`src/rtl/assert_macros.svh`:
```
// Assertion helpers used by the top-level decoder.
`ifndef ASSERT_MACROS_SVH
`define ASSERT_MACROS_SVH

// Implication checked on every clock edge outside reset.
`define ASSERT_IMPL(label, clk, rst_n, ante, cons, msg) \
  label: assert property (@(posedge clk) disable iff (!rst_n) (ante) |-> (cons)) \
    else $error(msg);

// Implication whose consequent is checked in the cycle after the antecedent.
`define ASSERT_NEXT(label, clk, rst_n, ante, cons, msg) \
  label: assert property (@(posedge clk) disable iff (!rst_n) (ante) |=> (cons)) \
    else $error(msg);

`endif

```
`src/rtl/tpld_pkg.sv`:
```
package tpld_pkg;

  localparam int ChannelCount = 3;
  localparam int ChW = 2;

  typedef enum logic [3:0] {
    PH_OPCODE  = 4'd0,
    PH_SAMPLE  = 4'd1,
    PH_ENVB_HI = 4'd2,
    PH_ENVB_LO = 4'd3,
    PH_ENV1_HI = 4'd4,
    PH_ENV1_LO = 4'd5,
    PH_SKIP    = 4'd6,
    PH_DELAY   = 4'd7,
    PH_IGN1    = 4'd8,
    PH_IGN2    = 4'd9,
    PH_WLO     = 4'd10,
    PH_WHI     = 4'd11,
    PH_PARAM   = 4'd12,
    PH_VHI     = 4'd13,
    PH_VLO     = 4'd14
  } phase_t;

  localparam logic [7:0] NoteNone = 8'hFF;
  localparam logic [7:0] NoteOff  = 8'hFE;

  // Raw effect opcodes and remapped effect numbers
  localparam logic [3:0] RawGlissUp  = 4'd1;
  localparam logic [3:0] RawPorta    = 4'd2;
  localparam logic [3:0] RawSmpOfs   = 4'd3;
  localparam logic [3:0] RawOrnOfs   = 4'd4;
  localparam logic [3:0] RawVibrato  = 4'd5;
  localparam logic [3:0] RawEnvSlide = 4'd8;
  localparam logic [3:0] RawSpeed    = 4'd9;

  localparam logic [3:0] EffGliss    = 4'd1;
  localparam logic [3:0] EffPorta    = 4'd3;
  localparam logic [3:0] EffSmpOfs   = 4'd4;
  localparam logic [3:0] EffOrnOfs   = 4'd5;
  localparam logic [3:0] EffVibrato  = 4'd6;
  localparam logic [3:0] EffEnvSlide = 4'd9;
  localparam logic [3:0] EffSpeed    = 4'd11;

  typedef struct packed {
    logic             action;
    logic [ChW-1:0]   channel;
    logic [7:0]       data_byte;
  } in_beat_t;

  typedef struct packed {
    logic [ChW-1:0] line_channel;
    logic [7:0]     note;
    logic [4:0]     sample_num;
    logic [3:0]     ornament_num;
    logic [3:0]     volume_level;
    logic [3:0]     envelope_shape;
    logic [15:0]    envelope_period;
    logic [3:0]     effect_number;
    logic [7:0]     effect_delay;
    logic [7:0]     effect_param;
    logic [4:0]     noise_offset;
    logic           pattern_end;
  } line_t;

  localparam int QDepth = 2;
  localparam int QPtrW = 1;
  localparam int QCntW = 2;

endpackage

```
`src/rtl/tpld_if.sv`:
```
interface tpld_in_if;
  import tpld_pkg::*;
  logic     valid;
  logic     ready;
  in_beat_t beat;
  modport source (output valid, output beat, input ready);
  modport sink (input valid, input beat, output ready);
endinterface

interface tpld_out_if;
  import tpld_pkg::*;
  logic  valid;
  logic  ready;
  line_t beat;
  modport source (output valid, output beat, input ready);
  modport sink (input valid, input beat, output ready);
endinterface

```
`src/rtl/tpld_front.sv`:
```
// Front: registers input beats into a two-entry queue for the decoder.
module tpld_front (
  input  logic                    clk,
  input  logic                    rst_n,
  input  logic                    in_valid,
  output logic                    in_ready,
  input  tpld_pkg::in_beat_t      in_beat,
  output logic                    q_valid,
  input  logic                    q_ready,
  output tpld_pkg::in_beat_t      q_beat
);
  import tpld_pkg::*;

  in_beat_t          mem_r [QDepth];
  logic [QPtrW-1:0]  wp_r, rp_r;
  logic [QCntW-1:0]  cnt_r;
  logic              push, pop;

  assign in_ready = (cnt_r != QCntW'(QDepth));
  assign push     = in_valid && in_ready;
  assign q_valid  = (cnt_r != '0);
  assign pop      = q_valid && q_ready;
  assign q_beat   = mem_r[rp_r];

  // queue storage
  always_ff @(posedge clk) begin
    if (push) mem_r[wp_r] <= in_beat;
  end

  // pointers and fill count
  always_ff @(posedge clk) begin
    if (!rst_n) begin
      wp_r  <= '0;
      rp_r  <= '0;
      cnt_r <= '0;
    end else begin
      if (push) wp_r <= wp_r + 1'b1;
      if (pop)  rp_r <= rp_r + 1'b1;
      cnt_r <= cnt_r + QCntW'(push) - QCntW'(pop);
    end
  end
endmodule

```
`src/rtl/tpld_back.sv`:
```
// Back: per-byte parse state machine with a registered result stage.
module tpld_back (
  input  logic                clk,
  input  logic                rst_n,
  input  logic                q_valid,
  output logic                q_ready,
  input  tpld_pkg::in_beat_t  q_beat,
  output logic                out_valid,
  input  logic                out_ready,
  output tpld_pkg::line_t     out_beat
);
  import tpld_pkg::*;

  phase_t          phase_r, phase_nxt;
  logic            open_r, open_nxt;
  logic [ChW-1:0]  ch_r, ch_nxt;
  logic [7:0]      note_r, note_nxt;
  logic [4:0]      smp_r, smp_nxt;
  logic [3:0]      orn_r, orn_nxt;
  logic [3:0]      vol_r, vol_nxt;
  logic [3:0]      env_r, env_nxt;
  logic [15:0]     per_r, per_nxt;
  logic [3:0]      raw_r, raw_nxt;
  logic [3:0]      enum_r, enum_nxt;
  logic [7:0]      dly_r, dly_nxt;
  logic [7:0]      lo_r, lo_nxt;
  logic [7:0]      par_r, par_nxt;
  logic [4:0]      noise_r, noise_nxt;
  logic [3:0]      porn_r [ChannelCount];
  logic [3:0]      porn_wdata;
  logic            porn_we;
  logic [7:0]      skip_r [ChannelCount];
  logic            skip_we;
  logic            ov_r;
  line_t           ob_r;
  logic            emit, clr, go, pend;
  line_t           res;
  logic [7:0]      b;
  logic [ChW-1:0]  cch;
  logic [15:0]     w;
  logic [15:0]     negw;

  assign q_ready   = !ov_r || out_ready;
  assign go        = q_valid && q_ready;
  assign b         = q_beat.data_byte;
  assign out_valid = ov_r;
  assign out_beat  = ob_r;
  assign w         = {b, lo_r};
  assign negw      = 16'h0000 - w;

  // byte decode
  always_comb begin
    phase_nxt = phase_r; open_nxt = open_r; ch_nxt = ch_r; note_nxt = note_r;
    smp_nxt = smp_r; orn_nxt = orn_r; vol_nxt = vol_r; env_nxt = env_r;
    per_nxt = per_r; raw_nxt = raw_r; enum_nxt = enum_r; dly_nxt = dly_r;
    lo_nxt = lo_r; par_nxt = par_r; noise_nxt = noise_r;
    porn_we = 1'b0; porn_wdata = '0; skip_we = 1'b0;
    emit = 1'b0; clr = 1'b0; pend = 1'b0;
    cch = open_r ? ch_r : q_beat.channel;
    unique case (phase_r)
      PH_OPCODE: begin
        if (!open_r && (32'(q_beat.channel) >= ChannelCount)) begin
          // out-of-range channel: dropped
        end else if (!open_r && q_beat.channel == '0 && b == 8'h00) begin
          pend = 1'b1;
        end else begin
          open_nxt = 1'b1;
          ch_nxt   = cch;
          priority if (b >= 8'hf0) begin
            env_nxt = 4'd15; porn_we = 1'b1; porn_wdata = b[3:0];
            orn_nxt = b[3:0]; phase_nxt = PH_SAMPLE;
          end else if (b >= 8'hd1) begin
            smp_nxt = 5'(b - 8'hd0);
          end else if (b == 8'hd0) begin
            clr = 1'b1;
          end else if (b >= 8'hc1) begin
            vol_nxt = 4'(b - 8'hc0);
          end else if (b == 8'hc0) begin
            note_nxt = NoteOff; clr = 1'b1;
          end else if (b >= 8'hb2) begin
            env_nxt = 4'(b - 8'hb1); orn_nxt = porn_r[cch]; phase_nxt = PH_ENVB_HI;
          end else if (b == 8'hb1) begin
            phase_nxt = PH_SKIP;
          end else if (b == 8'hb0) begin
            env_nxt = 4'd15; orn_nxt = porn_r[cch];
          end else if (b >= 8'h50) begin
            note_nxt = b - 8'h50; clr = 1'b1;
          end else if (b >= 8'h40) begin
            if (b == 8'h40 && env_r == 4'd0) env_nxt = 4'd15;
            porn_we = 1'b1; porn_wdata = b[3:0]; orn_nxt = b[3:0];
          end else if (b >= 8'h20) begin
            noise_nxt = 5'(b - 8'h20);
          end else if (b >= 8'h10) begin
            orn_nxt = porn_r[cch];
            if (b == 8'h10) begin
              env_nxt = 4'd15; phase_nxt = PH_SAMPLE;
            end else begin
              env_nxt = b[3:0]; phase_nxt = PH_ENV1_HI;
            end
          end else if ((b >= 8'h01 && b <= 8'h05) || b == 8'h08 || b == 8'h09) begin
            raw_nxt = b[3:0];
          end else begin
            // unknown opcode: no effect
          end
          // line close: map raw effect
          if (clr) begin
            unique case (raw_nxt)
              RawGlissUp:  begin enum_nxt = EffGliss;    phase_nxt = PH_DELAY; end
              RawPorta:    begin enum_nxt = EffPorta;    phase_nxt = PH_DELAY; end
              RawSmpOfs:   begin enum_nxt = EffSmpOfs;   phase_nxt = PH_PARAM; end
              RawOrnOfs:   begin enum_nxt = EffOrnOfs;   phase_nxt = PH_PARAM; end
              RawVibrato:  begin enum_nxt = EffVibrato;  phase_nxt = PH_VHI;   end
              RawEnvSlide: begin enum_nxt = EffEnvSlide; phase_nxt = PH_DELAY; end
              RawSpeed:    begin enum_nxt = EffSpeed;    phase_nxt = PH_PARAM; end
              default:     begin enum_nxt = 4'd0;        emit = 1'b1;          end
            endcase
          end
        end
      end
      PH_SAMPLE:  begin smp_nxt = 5'(b >> 1); phase_nxt = PH_OPCODE; end
      PH_ENVB_HI: begin per_nxt = {b, 8'h00}; phase_nxt = PH_ENVB_LO; end
      PH_ENV1_HI: begin per_nxt = {b, 8'h00}; phase_nxt = PH_ENV1_LO; end
      PH_ENVB_LO: begin per_nxt = per_r | {8'h00, b}; phase_nxt = PH_OPCODE; end
      PH_ENV1_LO: begin per_nxt = per_r | {8'h00, b}; phase_nxt = PH_SAMPLE; end
      PH_SKIP:    begin skip_we = 1'b1; phase_nxt = PH_OPCODE; end
      PH_DELAY: begin
        dly_nxt = b;
        phase_nxt = (raw_r == RawPorta) ? PH_IGN1 : PH_WLO;
      end
      PH_IGN1:    phase_nxt = PH_IGN2;
      PH_IGN2:    phase_nxt = PH_WLO;
      PH_WLO:     begin lo_nxt = b; phase_nxt = PH_WHI; end
      PH_WHI: begin
        if (w[15]) begin
          par_nxt = negw[7:0];
          if (raw_r != RawPorta) enum_nxt = enum_r + 4'd1;
        end else begin
          par_nxt = w[7:0];
        end
        emit = 1'b1;
      end
      PH_PARAM:   begin par_nxt = b; emit = 1'b1; end
      PH_VHI:     begin par_nxt = {b[3:0], 4'h0}; phase_nxt = PH_VLO; end
      PH_VLO:     begin par_nxt = par_r + b; emit = 1'b1; end
      default:    phase_nxt = PH_OPCODE;
    endcase

    // result image
    res.line_channel    = ch_nxt;
    res.note            = note_nxt;
    res.sample_num      = smp_nxt;
    res.ornament_num    = orn_nxt;
    res.volume_level    = vol_nxt;
    res.envelope_shape  = env_nxt;
    res.envelope_period = per_nxt;
    res.effect_number   = enum_nxt;
    res.effect_delay    = dly_nxt;
    res.effect_param    = par_nxt;
    res.noise_offset    = noise_nxt;
    res.pattern_end     = 1'b0;
    if (pend) begin
      res = '0;
      res.note = NoteNone;
      res.noise_offset = noise_r;
      res.pattern_end = 1'b1;
    end
  end

  // parse state
  always_ff @(posedge clk) begin
    if (!rst_n || (go && q_beat.action)) begin
      phase_r <= PH_OPCODE; open_r <= 1'b0; ch_r <= '0; note_r <= NoteNone;
      smp_r <= '0; orn_r <= '0; vol_r <= '0; env_r <= '0; per_r <= '0;
      raw_r <= '0; enum_r <= '0; dly_r <= '0; lo_r <= '0; par_r <= '0;
      noise_r <= '0;
      for (int i = 0; i < ChannelCount; i++) begin
        porn_r[i] <= '0;
        skip_r[i] <= 8'd1;
      end
    end else if (go) begin
      noise_r <= noise_nxt;
      if (porn_we) porn_r[cch] <= porn_wdata;
      if (skip_we) skip_r[ch_r] <= b;
      if (emit) begin
        phase_r <= PH_OPCODE; open_r <= 1'b0; ch_r <= '0; note_r <= NoteNone;
        smp_r <= '0; orn_r <= '0; vol_r <= '0; env_r <= '0; per_r <= '0;
        raw_r <= '0; enum_r <= '0; dly_r <= '0; lo_r <= '0; par_r <= '0;
      end else begin
        phase_r <= phase_nxt; open_r <= open_nxt; ch_r <= ch_nxt;
        note_r <= note_nxt; smp_r <= smp_nxt; orn_r <= orn_nxt;
        vol_r <= vol_nxt; env_r <= env_nxt; per_r <= per_nxt;
        raw_r <= raw_nxt; enum_r <= enum_nxt; dly_r <= dly_nxt;
        lo_r <= lo_nxt; par_r <= par_nxt;
      end
    end
  end

  // output register
  always_ff @(posedge clk) begin
    if (!rst_n) begin
      ov_r <= 1'b0;
    end else if (go && !q_beat.action && (emit || pend)) begin
      ov_r <= 1'b1;
    end else if (out_ready) begin
      ov_r <= 1'b0;
    end
  end

  always_ff @(posedge clk) begin
    if (go && (emit || pend)) ob_r <= res;
  end
endmodule

```
`src/rtl/tracker_pattern_line_decoder_top.sv`:
```
// Tracker pattern line decoder: takes one pattern byte per beat and returns
// one decoded line per closed line (or a pattern-end beat). Throughput is one
// byte per cycle unless a result waits to be taken; an accepted byte passes through
// the two-entry input queue and the registered result stage. While a
// result waits to be taken the decoder holds; the queue absorbs up to two more
// bytes, after which the input stalls until the result is taken.
`include "assert_macros.svh"
module tracker_pattern_line_decoder_top (
  input  logic           clk,
  input  logic           rst_n,
  tpld_in_if.sink        in_ch,
  tpld_out_if.source     out_ch
);
  import tpld_pkg::*;

  logic     q_valid, q_ready;
  in_beat_t q_beat;

  tpld_front u_front (
    .clk, .rst_n,
    .in_valid (in_ch.valid), .in_ready (in_ch.ready), .in_beat (in_ch.beat),
    .q_valid, .q_ready, .q_beat
  );

  tpld_back u_back (
    .clk, .rst_n,
    .q_valid, .q_ready, .q_beat,
    .out_valid (out_ch.valid), .out_ready (out_ch.ready), .out_beat (out_ch.beat)
  );

  `ASSERT_IMPL(a_pend_fields, clk, rst_n,
    out_ch.valid && out_ch.beat.pattern_end,
    out_ch.beat.line_channel == '0 && out_ch.beat.note == NoteNone,
    "pattern-end beat with line fields set")
  `ASSERT_NEXT(a_stall_hold, clk, rst_n, out_ch.valid && !out_ch.ready,
    out_ch.valid && $stable(out_ch.beat), "result changed while stalled")
  `ASSERT_IMPL(a_q_ready, clk, rst_n, !out_ch.valid, q_ready,
    "decoder stalled with empty result stage")
endmodule
```
`src/flat_wrapper.sv`:
```
// flat-port wrapper written by rule: the top's interface ports become plain ports
module tracker_pattern_line_decoder_top_flat import tpld_pkg::*;
  (clk, rst_n, in_ch_valid, in_ch_beat, in_ch_ready, out_ch_valid, out_ch_beat, out_ch_ready);
  tpld_in_if in_ch_i ();
  tpld_out_if out_ch_i ();
  input  logic clk;
  input  logic rst_n;
  input wire logic [$bits(in_ch_i.valid)-1:0] in_ch_valid;
  input wire logic [$bits(in_ch_i.beat)-1:0] in_ch_beat;
  output wire logic [$bits(in_ch_i.ready)-1:0] in_ch_ready;
  output wire logic [$bits(out_ch_i.valid)-1:0] out_ch_valid;
  output wire logic [$bits(out_ch_i.beat)-1:0] out_ch_beat;
  input wire logic [$bits(out_ch_i.ready)-1:0] out_ch_ready;
  assign in_ch_i.valid = in_ch_valid;
  assign in_ch_i.beat = in_ch_beat;
  assign in_ch_ready = in_ch_i.ready;
  assign out_ch_valid = out_ch_i.valid;
  assign out_ch_beat = out_ch_i.beat;
  assign out_ch_i.ready = out_ch_ready;
  tracker_pattern_line_decoder_top u_core (.clk(clk), .rst_n(rst_n), .in_ch(in_ch_i), .out_ch(out_ch_i));
endmodule
```
`config.mk`:
```
export PLATFORM = sky130hd
export DESIGN_NAME = tracker_pattern_line_decoder_top_flat
export DESIGN_NICKNAME = d
export VERILOG_FILES = /design/src/rtl/tpld_pkg.sv /design/src/rtl/tpld_if.sv /design/src/rtl/tpld_front.sv /design/src/rtl/tpld_back.sv /design/src/rtl/tracker_pattern_line_decoder_top.sv /design/src/flat_wrapper.sv
export VERILOG_INCLUDE_DIRS = /design/src /design/src/rtl
export SDC_FILE = /design/constraint.sdc
export NUM_CORES = 1
export LEC_CHECK = 0
export BUFFER_PORTS_ARGS = -buffer_cell sky130_fd_sc_hd__buf_2
export CAP_MARGIN = 20
export CORE_MARGIN = 2
export CORE_UTILIZATION = 60
export DETAILED_ROUTE_END_ITERATION = 16
export GPL_TIMING_DRIVEN = 0
export HOLD_SLACK_MARGIN = 0.1
export PLACE_DENSITY_LB_ADDON = 0.1
export SETUP_SLACK_MARGIN = 0.4
export SLEW_MARGIN = 10
export SYNTH_ARGS = -nofsm -noshare
export SYNTH_HDL_FRONTEND = slang
export SYNTH_SLANG_ARGS = --single-unit
```
`constraint.sdc`:
```
create_clock -name clk -period 8.7 [get_ports clk]
set_input_delay 1.305 -clock clk [delete_from_list [all_inputs] [get_ports clk]]
set_output_delay 1.305 -clock clk [all_outputs]
set_load 0.005 [all_outputs]
```
==> metrics.md, run 1 <==
| Metric | Value |
|---|---|
| Outcome | `completed` |
| Critical path's largest stage delay | `approximately 0.84 ns` |
| First-pass GRT wire length | `48.9 mm` |
| Total setup buffers inserted after CTS | `0` |
| Met3 routing resource usage after global routing | `0.0723` |
| Portion of the clock cycle consumed by the worst path in the final layout | `0.772` |
| Cell Area, Synth | `~0.010 mm^2` |
| Synth top area share | `0.308` |
| Area of the core region | `0.0172 mm^2` |
| Worst path buffer plus inverter count | `6` |
| Final slew viol count | `0` |
| Yosys warns | `0` |
| Via count | `9390` |
| Final Hold Viols | `0` |
| Cells along the critical path | `buf_4, buf_6, buf_4, mux2i_1, clkbuf_1, ha_1, nor4bb_1, or2_2, a31oi_1, o31a_1, nor2_1, o211ai_4, a31oi_4, buf_16, buf_16` |
| Number of register bits inferred by synthesis | `198` |
| Critical Setup Path Class | `flip-flop to flip-flop` |
| EDFF count, synth | `~110` |
| Ys flop type | `sky130_fd_sc_hd__edfxtp_1` |
| Post-detailed-placement cell area | `about 0.011 mm^2` |
| Total die area | `0.0185 mm^2` |
| Overall fraction of global-route tracks in use | `0.351` |
| Setup Skew | `0.0192 ns` |
| Synth cell types | `96` |
| DIE WIDTH | `136 um` |
| Chip Height | `~140 um` |
| Global Route met1 Usage | `0.467` |
| Final routed wirelength across all metal layers | `31.8 mm` |
| Routed WL per cell | `around 22 um` |
| Insertion delay to the later sink of the worst-skew pair | `around 0.45 ns` |
| Cell taking the most area after synthesis | `sky130_fd_sc_hd__edfxtp_1` |
| Sequential share of the synthesized area | `0.482` |
| Number of hold buffers added after cts | `0` |
| Slowest stage cell on the critical path | `sky130_fd_sc_hd__mux2i_1` |
| Average size of a mapped cell | `~9.7 um^2` |
| Total setup violations reported at the end of the flow | `0` |
| Total half-perimeter wirelength after legalization and detailed placement | `22.5 mm` |
| Gr ovfl total | `0` |
| Leak pwr | `approximately 4.2 nW` |
| Layout cell share with drive strength beyond 1 | `0.154` |
| CP top delay family | `buffers and inverters` |
| RSZ-0062 raised after global routing | `no` |
| Maximum Capacitance Violations | `0` |
| I/O pin total | `86` |
| Largest net degree at the start of global routing | `27` |
| DRC violation count after routing | `0` |
| Max transition margin | `0.211` |
| Antenna violations before repair | `0` |
| Synth top area cells | `sky130_fd_sc_hd__edfxtp_1 31%, sky130_fd_sc_hd__dfxtp_1 17%, sky130_fd_sc_hd__nor2_1 5.1%, sky130_fd_sc_hd__a21oi_1 3.8%, sky130_fd_sc_hd__nand2_1 3.0%` |
| Overall power consumption | `approximately 3.5 mW` |
| Total number of placement rows | `48` |
| Most crowded layer after global routing | `met2` |
| Weighted congestion reported at the end of routability-driven placement | `a little under 1` |
| Worst voltage drop across the vdd grid | `0.224 mV` |
| Worst Path Max Fanout | `20` |
| Antenna Nets Post-Route | `0` |
| Least-Margin Pin Slew | `1.17 ns` |
| Pwr/cell area | `between 200 and 300 mW/mm^2` |
| Antenna cell count | `0` |
| Sort of element at the end of the critical path | `flip-flop` |
| Top-count cell post-synth | `sky130_fd_sc_hd__nor2_1` |
| Clock Tree Buf Depth | `2` |
| CP Data Required Time | `8.85 ns` |
| Clock slew at reported path FFs | `roughly 0.080 ns` |
| Path class of the lowest-slack min-delay path | `flip-flop to flip-flop` |
| CTS Root Cell | `sky130_fd_sc_hd__clkbuf_16` |
| Top cells by instance count after synthesis | `141 x sky130_fd_sc_hd__nor2_1, 107 x sky130_fd_sc_hd__edfxtp_1, 91 x sky130_fd_sc_hd__dfxtp_1` |
| Vias in the first global route | `between 8000 and 9000` |
| Area Growth Syn to Fin | `13.6%` |
| Syn Inst Count | `approximately 1100` |
| Timing-limited maximum frequency | `approximately 0.15 GHz` |
| Fraction of registers with async set or reset after synthesis | `0` |
| Net total in the final layout | `roughly 1200` |
| DRT Pass-1 Iters | `6` |
| Clock tree from TritonCTS | `yes` |
| Fraction of met2 tracks used by global routing | `0.557` |
| Total clock sinks | `roughly 200` |
| Maximum level of the CTS H-tree | `4` |
| Mapped Nets | `~1100` |
| Post_cts resized | `0` |
| Arrival @ worst endpoint | `between 6 and 7 ns` |
| Initial Util | `0.608` |
| Final std cell area, no fill | `approximately 0.012 mm^2` |
| Port buffer count | `84` |
| Routed vias/inst | `~6.6` |
| Number of buffers inserted during clock tree synthesis | `17` |
| Element type at the critical path start | `flip-flop` |
| Final critical path time including I/O delays and setup | `between 6 and 7 ns` |
| DR iter-0 viols | `about 1200` |
==> metrics by stage <==
step	hold WS, ns	TNS [ns]	cells	util	worst slack, ns
6_report	0.458	0	1416	0.691	1.98
5_1_grt	0.478	0	1416	0.691	1.68
4_1_cts	0.457	0	1416	0.691	2.16
3_5_place_dp	0.446	0	1384	0.655	2.20
3_3_place_gp	0.437	-162.26	1380	0.649	-2.32
2_1_floorplan	0.425	0	1071	-	0.962
==> flip-flops by register name, summed over array words and instances (netlist names), 2 cells and up, named ones only <==
name,flops
u_core.u_back.out_beat,69
u_core.u_front.mem_r,22
u_core.u_back.note_r,8
u_core.u_back.dly_r,8
u_core.u_back.raw_r,4
u_core.u_back.enum_r,4
u_core.u_back.vol_r,4
u_core.u_front.cnt_r,2
u_core.u_back.ch_r,2
u_core.u_back.smp_r,5
u_core.u_back.orn_r,4
u_core.u_back.env_r,4
u_core.u_back.per_r,16
u_core.u_back.porn_r,16
u_core.u_back.lo_r,8
u_core.u_back.noise_r,5
u_core.u_back.phase_r,4
u_core.u_back.par_r,8
==> layout by cell type, fill, tap and decap left out, types with 18 or more instances in the layout <==
cell,count
sky130_fd_sc_hd__nand2_1,84
sky130_fd_sc_hd__buf_2,89
sky130_fd_sc_hd__nor3_1,18
sky130_fd_sc_hd__dfxtp_1,91
sky130_fd_sc_hd__clkbuf_16,18
sky130_fd_sc_hd__edfxtp_1,107
sky130_fd_sc_hd__nor2_1,141
sky130_fd_sc_hd__a21oi_1,79
sky130_fd_sc_hd__o21ai_0,55
sky130_fd_sc_hd__and2_1,18
sky130_fd_sc_hd__a211oi_1,25
sky130_fd_sc_hd__inv_1,20
sky130_fd_sc_hd__ha_1,18
sky130_fd_sc_hd__clkbuf_1,52
sky130_fd_sc_hd__nand3_1,30
==> where the power goes <==
group | internal [mW] | leakage [nW] | total, mW | switching [mW]
sequential | 1.20 | 1.75 | 1.27 | 0.0703
clock | 0.427 | 0.292 | 0.819 | 0.392
combinational | 0.465 | 2.16 | 1.46 | 0.991
total | 2.09 | 4.20 | 3.54 | 1.45
==> per-layer routing <==
layer / part of all wire / vias to the layer above
li1: - / 4261
met1: 0.40 / 4503
met2: 0.46 / 529
met3: 0.092 / 97
met4: 0.042 / 0
met5: 0 / -
==> worst min-delay path, cell delays in order, from the launching register on <==
cell and delay [ns]:
sky130_fd_sc_hd__dfxtp_1 0.32, sky130_fd_sc_hd__nand2_1 0.05, sky130_fd_sc_hd__o21ai_1 0.05
==> final timing paths <==
kind                                                           from                                        to  slack, ns  depth (start not counted)
worst max-delay path                                      flip-flop  u_core.u_back.out_beat[13]$_SDFFCE_PP0P_       1.98                         15
worst min-delay path            u_core.u_back.smp_r[2]$_SDFFE_PP0P_       u_core.u_back.smp_r[2]$_SDFFE_PP0P_       0.46                          2
worst max register to register                            flip-flop  u_core.u_back.out_beat[13]$_SDFFCE_PP0P_       1.98                         15
worst min register to register  u_core.u_back.smp_r[2]$_SDFFE_PP0P_       u_core.u_back.smp_r[2]$_SDFFE_PP0P_       0.46                          2
==> cell type report <==
class / instances / area [um^2]
timing repair buffer: 88 / 510
tap: 225 / 282
multi-input combinational: 785 / 5070
fill: 1366 / 5320
inverter: 23 / 86.3
buffer: 65 / 269
clock buffer: 19 / 454
sequential: 198 / 5030
clock inverter: 13 / 153
==> cell families (layout without fill, tap and decap cells) <==
family / after synthesis / count (layout) / share of synthesized area
flip-flops: 198 / 198 / 0.482
XOR/XNOR: 23 / 23 / 0.0193
AO/OA/AOI/OAI: 338 / 338 / 0.230
buffers and inverters: 88 / 208 / 0.0340
multiplexers: 23 / 23 / 0.0292
adder cells (fa/ha/maj): 19 / 19 / 0.0235
AND/OR/NAND/NOR: 382 / 382 / 0.182
No activity file was read; power rests on OpenSTA's default activity.
==> run 2: changes to the inputs <==
clock period = 6.67 ns   (was 8.7 ns; I/O delays follow)
==> run 2 against run 1 <==
Routed wire length hardly changed. Cell count hardly changed. Core utilization is 0.066 points higher. Critical endpoint is now u_core.u_back.out_beat[22]$_SDFFCE_PP0P_. Combinational power is 30% higher. Clock power is 31% higher. Register-to-register slack worse by 1.3 ns. Maximum frequency is 12% higher. Non-clock buffer count stayed put. Total power is 31% higher. Clock skew is 0.0021 ns lower. Hold slack worse by 0.0027 ns. Largest cell class unchanged.
==> metrics.md, run 2 (synthesized netlist as in run 1, its figures left out) <==
| Metric | Value |
|---|---|
| CTS Root Cell | `sky130_fd_sc_hd__clkbuf_16` |
| Final routed wirelength across all metal layers | `between 30 and 40 mm` |
| Leak pwr | `4.21 nW` |
| Weighted congestion reported at the end of routability-driven placement | `around 1` |
| Area Growth Syn to Fin | `13.7%` |
| Element type at the critical path start | `flip-flop` |
| Largest net degree at the start of global routing | `25` |
| Worst voltage drop across the vdd grid | `0.274 mV` |
| Total number of placement rows | `48` |
| DR iter-0 viols | `roughly 1200` |
| Post-placement setup slack | `about 0.32 ns` |
| Via count | `roughly 9000` |
| DIE WIDTH | `136 um` |
| Final Hold Viols | `0` |
| Net total in the final layout | `1212` |
| Clock slew at reported path FFs | `about 0.08 ns` |
| Sort of element at the end of the critical path | `flip-flop` |
| Total setup buffers inserted after CTS | `0` |
| Smallest setup slack after layout | `0.692 ns` |
| Routed vias/inst | `about 6.5` |
| Path class of the lowest-slack min-delay path | `flip-flop to flip-flop` |
| Maximum level of the CTS H-tree | `4` |
| Portion of the clock cycle consumed by the worst path in the final layout | `0.896` |
| Pwr/cell area | `389 mW/mm^2` |
| Antenna Nets Post-Route | `0` |
| Total die area | `0.0185 mm^2` |
| Insertion delay to the later sink of the worst-skew pair | `roughly 0.45 ns` |
| Total clock sinks | `a little under 200` |
| Clock Tree Buf Depth | `2` |
| Setup Skew | `about 0.017 ns` |
| Cell repeated most along the worst path | `sky130_fd_sc_hd__buf_4` |
| First-pass GRT wire length | `around 49 mm` |
| Critical path's largest stage delay | `0.71 ns` |
| Net switching power of the design | `between 1.5 and 2 mW` |
| Overall power consumption | `between 4 and 5 mW` |
| Clock tree from TritonCTS | `yes` |
| Number of buffers inserted during clock tree synthesis | `17` |
| Arrival @ worst endpoint | `approximately 6.1 ns` |
| Timing-limited maximum frequency | `0.167 GHz` |
| Number of cells on the worst reg-to-reg path | `15` |
| Sw frac | `0.414` |
| Total placed cells including tap cells | `roughly 1400` |
| Finished Layout Cells | `1417` |
| Gr ovfl total | `0` |
| Final slew viol count | `0` |
| Cells along the critical path | `buf_4, buf_6, buf_4, mux2i_2, clkbuf_2, ha_1, nor4bb_1, or2_2, a31oi_1, o31a_1, nor2_1, o211ai_4, a31oi_4, buf_12, buf_16` |
| Combinational fraction of design power | `0.411` |
| Layout cell share with drive strength beyond 1 | `0.157` |
| Chip Height | `136 um` |
| Outcome | `completed` |
| Maximum Capacitance Violations | `0` |
| Least-Margin Pin Slew | `approximately 1.1 ns` |
| Cell internal pwr | `2.71 mW` |
| Antenna violations before repair | `1` |
| Critical Setup Path Class | `flip-flop to flip-flop` |
| Flip-flop count of the largest register after layout | `just under 70` |
| Utilization after layout | `0.691` |
| Slowest stage cell on the critical path | `sky130_fd_sc_hd__nor4bb_1` |
| Sequential Power Share | `0.358` |
| Clk network pwr share | `0.231` |
| Initial Util | `0.608` |
| Final critical path time including I/O delays and setup | `5.98 ns` |
| RSZ-0062 raised after global routing | `no` |
| Routed WL per cell | `around 22 um` |
| Port buffer count | `84` |
| Area of the core region | `~0.017 mm^2` |
| Worst Path Max Fanout | `23` |
| Vias in the first global route | `8715` |
| I/O pin total | `86` |
| DRC violation count after routing | `0` |
| Most common cell after layout, fill and taps aside | `sky130_fd_sc_hd__nor2_1` |
| Fillers | `between 1000 and 1500` |
| Commonest non-fill, non-tap cells in the layout | `141 x sky130_fd_sc_hd__nor2_1, 107 x sky130_fd_sc_hd__edfxtp_1, 91 x sky130_fd_sc_hd__dfxtp_1` |
| Hold Startpoint | `u_core.u_back.smp_r[2]$_SDFFE_PP0P_` |
| Number of cells traversed by the worst hold path | `2` |
| Max transition margin | `0.244` |
| Total half-perimeter wirelength after legalization and detailed placement | `between 20 and 25 mm` |
| Overall fraction of global-route tracks in use | `0.349` |
| DRT Pass-1 Iters | `7` |
| Fin Hold WS | `~0.46 ns` |
| CP Data Required Time | `around 7 ns` |
| Total setup violations reported at the end of the flow | `0` |
==> run 2: metal layers <==
layer,global-route usage,wire length (um),vias to the layer above
li1,-,-,4261
met1,0.450,12700,4387
met2,0.545,14600,483
met3,0.0921,3170,93
met4,0.172,1410,0
met5,0,0,-
==> run 2: stage by stage <==
step                instance area (um^2)  TNS (ns)
floorplan                          10500         0
global placement                   11200    -69.32
detailed placement                 11200         0
CTS                                11900         0
global route                       11900         0
finish                             11900         0
==> run 2: final cells by class <==
type | instances | area, um^2 | share of cell area
flip-flops and latches | 198 | 5030 | 0.424
clock buffers | 18 | 429 | 0.0361
clock inverters | 14 | 179 | 0.0151
well taps | 225 | 282 | 0.0237
multi-input cells | 785 | 5080 | 0.428
plain buffers | 65 | 270 | 0.0228
inverters | 23 | 90.1 | 0.00759
diodes | 1 | 2.50 | 0.000211
repair buffers | 88 | 503 | 0.0424
==> run 2: power by group through the flow <==
stage	logic, mW	clock network (mW)	registers [mW]
floorplan	1.15	0	1.68
global placement	1.77	0	1.69
detailed placement	1.83	0	1.68
CTS	1.85	1.07	1.65
global route	2.03	1.12	1.68
finish	1.90	1.07	1.65
==> run 2: final timing paths <==
path,to,slack [ns]
setup / recovery,u_core.u_back.out_beat[22]$_SDFFCE_PP0P_,0.69
hold reg to reg,u_core.u_back.smp_r[2]$_SDFFE_PP0P_,0.46
setup reg to reg,u_core.u_back.out_beat[22]$_SDFFCE_PP0P_,0.69
hold / removal,u_core.u_back.smp_r[2]$_SDFFE_PP0P_,0.46
==> run 2: repair_timing <==
action / in CTS / in global routing
endpoints found under the setup margin: 57 / 93
hold buffers: 0 / 0
resized for setup: 1 / 3
==> run 2: worst max-delay path, delay by kind of cell, from the launching register on <==
kind,cells,cell delay (ns)
AOI/OAI and AO/OA,4,1.28
adders and majority gates,1,0.31
buffers and inverters,6,1.56
DFF,1,0.45
muxes,1,0.58
and+or+nand+nor,3,1.46
==> run 3: changes to the inputs <==
RECOVER_POWER = 100   (was not set)
==> run 3 against run 2 <==
Sequential share of layout area up 0.56 points. Largest cell class is now sequential cells. Combinational power down 4%. Sequential power about the same. Cell count unchanged. Register-to-register slack worse by 0.21 ns. Die area unchanged.
==> metrics.md, run 3 (synthesized netlist as in run 1, its figures left out) <==
| Metric | Value |
|---|---|
| Routed vias/inst | `approximately 6.6` |
| Cells along the critical path | `buf_4, buf_6, buf_4, mux2i_2, clkbuf_2, ha_1, nor4bb_1, or2_2, a31oi_1, o31a_1, nor2_1, o211ai_4, a31oi_4, buf_12, clkbuf_4` |
| Pwr/cell area | `approximately 390 mW/mm^2` |
| CTS Root Cell | `sky130_fd_sc_hd__clkbuf_16` |
| Clock slew at reported path FFs | `approximately 0.080 ns` |
| Final routed wirelength across all metal layers | `31.8 mm` |
| Combinational fraction of design power | `0.401` |
| CP Data Required Time | `6.78 ns` |
| Total placed cells including tap cells | `1384` |
| Fin Hold WS | `~0.46 ns` |
| Setup Skew | `0.0151 ns` |
| Port buffer count | `84` |
| Clock Tree Buf Depth | `2` |
| Final critical path time including I/O delays and setup | `6.19 ns` |
| Overall fraction of global-route tracks in use | `0.349` |
| Antenna Nets Post-Route | `0` |
| CP top delay family | `buffers and inverters` |
| Number of cells traversed by the worst hold path | `2` |
| Flip-flop count of the largest register after layout | `just under 70` |
| Post-placement setup slack | `about 0.32 ns` |
| DRC violation count after routing | `0` |
| Worst path buffer plus inverter count | `6` |
| Routed WL per cell | `~22 um` |
| Final Hold Viols | `0` |
| Area of the core region | `~0.017 mm^2` |
| Clock tree from TritonCTS | `yes` |
| Gr ovfl total | `0` |
| Reg-to-Reg End | `u_core.u_back.out_beat[22]$_SDFFCE_PP0P_` |
| Net total in the final layout | `1212` |
| Worst Path Max Fanout | `23` |
| Total number of placement rows | `48` |
| Worst Hold End | `u_core.u_back.noise_r[0]$_SDFFE_PP0P_` |
| Sw frac | `0.415` |
| Hold Startpoint | `u_core.u_back.noise_r[0]$_SDFFE_PP0P_` |
| Most common cell after layout, fill and taps aside | `sky130_fd_sc_hd__nor2_1` |
| Final std cell area, no fill | `approximately 0.012 mm^2` |
| Finished Layout Cells | `1417` |
| Final slew viol count | `0` |
| Leak pwr | `roughly 4.1 nW` |
| Path class of the lowest-slack min-delay path | `flip-flop to flip-flop` |
| Vias in the first global route | `around 8700` |
| Chip Height | `136 um` |
| Slowest stage cell on the critical path | `sky130_fd_sc_hd__nor4bb_1` |
| Total clock sinks | `198` |
| Clk network pwr share | `0.235` |
| DR iter-0 viols | `approximately 1300` |
| Arrival @ worst endpoint | `6.30 ns` |
| Maximum level of the CTS H-tree | `4` |
| Net switching power of the design | `1.89 mW` |
| First-pass GRT wire length | `~49 mm` |
| DIE WIDTH | `136 um` |
| Area Growth Syn to Fin | `12.2%` |
| Sequential Power Share | `0.365` |
| Cell internal pwr | `2.66 mW` |
| DRT Pass-1 Iters | `6` |
| Outcome | `completed` |
| Antenna violations before repair | `1` |
| Timing-limited maximum frequency | `~0.16 GHz` |
| Commonest non-fill, non-tap cells in the layout | `141 x sky130_fd_sc_hd__nor2_1, 107 x sky130_fd_sc_hd__edfxtp_1, 92 x sky130_fd_sc_hd__clkbuf_1` |
| Critical path's largest stage delay | `~0.70 ns` |
| Layout cell share with drive strength beyond 1 | `0.110` |
| Sort of element at the end of the critical path | `flip-flop` |
| Smallest setup slack after layout | `approximately 0.48 ns` |
| Total setup buffers inserted after CTS | `0` |
| Least-Margin Pin Slew | `slightly above 1 ns` |
| Insertion delay to the later sink of the worst-skew pair | `0.44 ns` |
| Initial Util | `0.608` |
| Number of hold buffers added after cts | `0` |
| Number of cells on the worst reg-to-reg path | `15` |
| Number of buffers inserted during clock tree synthesis | `17` |
| Cell repeated most along the worst path | `sky130_fd_sc_hd__buf_4` |
| Fillers | `1448` |
| Weighted congestion reported at the end of routability-driven placement | `~1.0` |
| I/O pin total | `between 80 and 90` |
| Largest net degree at the start of global routing | `25` |
| Total setup violations reported at the end of the flow | `0` |
| Element type at the critical path start | `flip-flop` |
| Maximum Capacitance Violations | `0` |
| Critical Setup Path Class | `flip-flop to flip-flop` |
| Total half-perimeter wirelength after legalization and detailed placement | `22.5 mm` |
| Portion of the clock cycle consumed by the worst path in the final layout | `0.928` |
| Worst voltage drop across the vdd grid | `roughly 0.28 mV` |
| Post-detailed-placement cell area | `between 0.01 and 0.015 mm^2` |
| Slack of the worst reg-to-reg path | `around 0.48 ns` |
| Via count | `between 9000 and 10000` |
| Total die area | `0.0185 mm^2` |
| RSZ-0062 raised after global routing | `no` |
| Max transition margin | `0.312` |
[run 3: changes by cell type in the layout (fill, tap and decap cells not counted), sizes merged]
cell	change
buf	-42
clkbuf	+42
[run 3: stage by stage]
step / power (mW) / setup TNS (ns) / util
3_3_place_gp: 3.45 / -69.32 / 0.649
3_5_place_dp: 3.51 / 0 / 0.655
2_1_floorplan: 2.83 / 0 / -
4_1_cts: 4.57 / 0 / 0.690
5_1_grt: 4.74 / 0 / 0.682
6_report: 4.54 / 0 / 0.682
[run 3: routing by layer]
| layer | part of all wire | up-vias | global-route usage |
|---|---|---|---|
| met4 | 0.048 | 0 | 0.172 |
| met1 | 0.40 | 4401 | 0.450 |
| met3 | 0.098 | 110 | 0.0921 |
| met5 | 0 | - | 0 |
| met2 | 0.45 | 538 | 0.545 |
| li1 | - | 4257 | - |
[run 3: final cells by class]
class	count	area (um^2)	area share
antenna	1	2.50	0.000214
inverter	23	90.1	0.00769
clock buffer	18	429	0.0366
timing repair buffer	88	439	0.0375
buffer	65	264	0.0225
tap	225	282	0.0240
multi-input combinational	785	5000	0.426
clock inverter	14	179	0.0153
sequential	198	5030	0.430
[run 3: tightest hold or removal path, stage by stage, from the launching register on]
cell	delay (ns)
sky130_fd_sc_hd__dfxtp_1	0.31
sky130_fd_sc_hd__nand2_1	0.05
sky130_fd_sc_hd__a21oi_1	0.05
[run 3: worst max-delay path by stage]
stage                         start                                        to  slack (ns)  cells past startpoint
after global placement    flip-flop  u_core.u_back.out_beat[35]$_SDFFCE_PP0P_       -0.99                     12
after detailed placement  flip-flop  u_core.u_back.out_beat[68]$_SDFFCE_PP0P_        0.32                     15
after CTS                 flip-flop  u_core.u_back.out_beat[45]$_SDFFCE_PP0P_        0.61                     15
final                     flip-flop  u_core.u_back.out_beat[22]$_SDFFCE_PP0P_        0.48                     15
after floorplan           flip-flop       u_core.u_back.out_beat[0]$_DFFE_PP_        1.31                     13
after global routing      flip-flop  u_core.u_back.out_beat[67]$_SDFFCE_PP0P_        0.23                     15
[run 3: what timing repair did]
| item | 4_1_cts | 5_1_grt |
|---|---|---|
| gates resized for setup | 1 | 3 |
| pin swaps | 0 | 0 |
| setup endpoints to repair | 57 | 93 |
[run 3: power by group through the flow]
stage                     registers, mW  logic, mW  clock network, mW
final                              1.66       1.82               1.07
after global routing               1.68       1.95               1.12
after global placement             1.69       1.77                  0
after CTS                          1.65       1.85               1.07
after floorplan                    1.68       1.15                  0
after detailed placement           1.68       1.83                  0
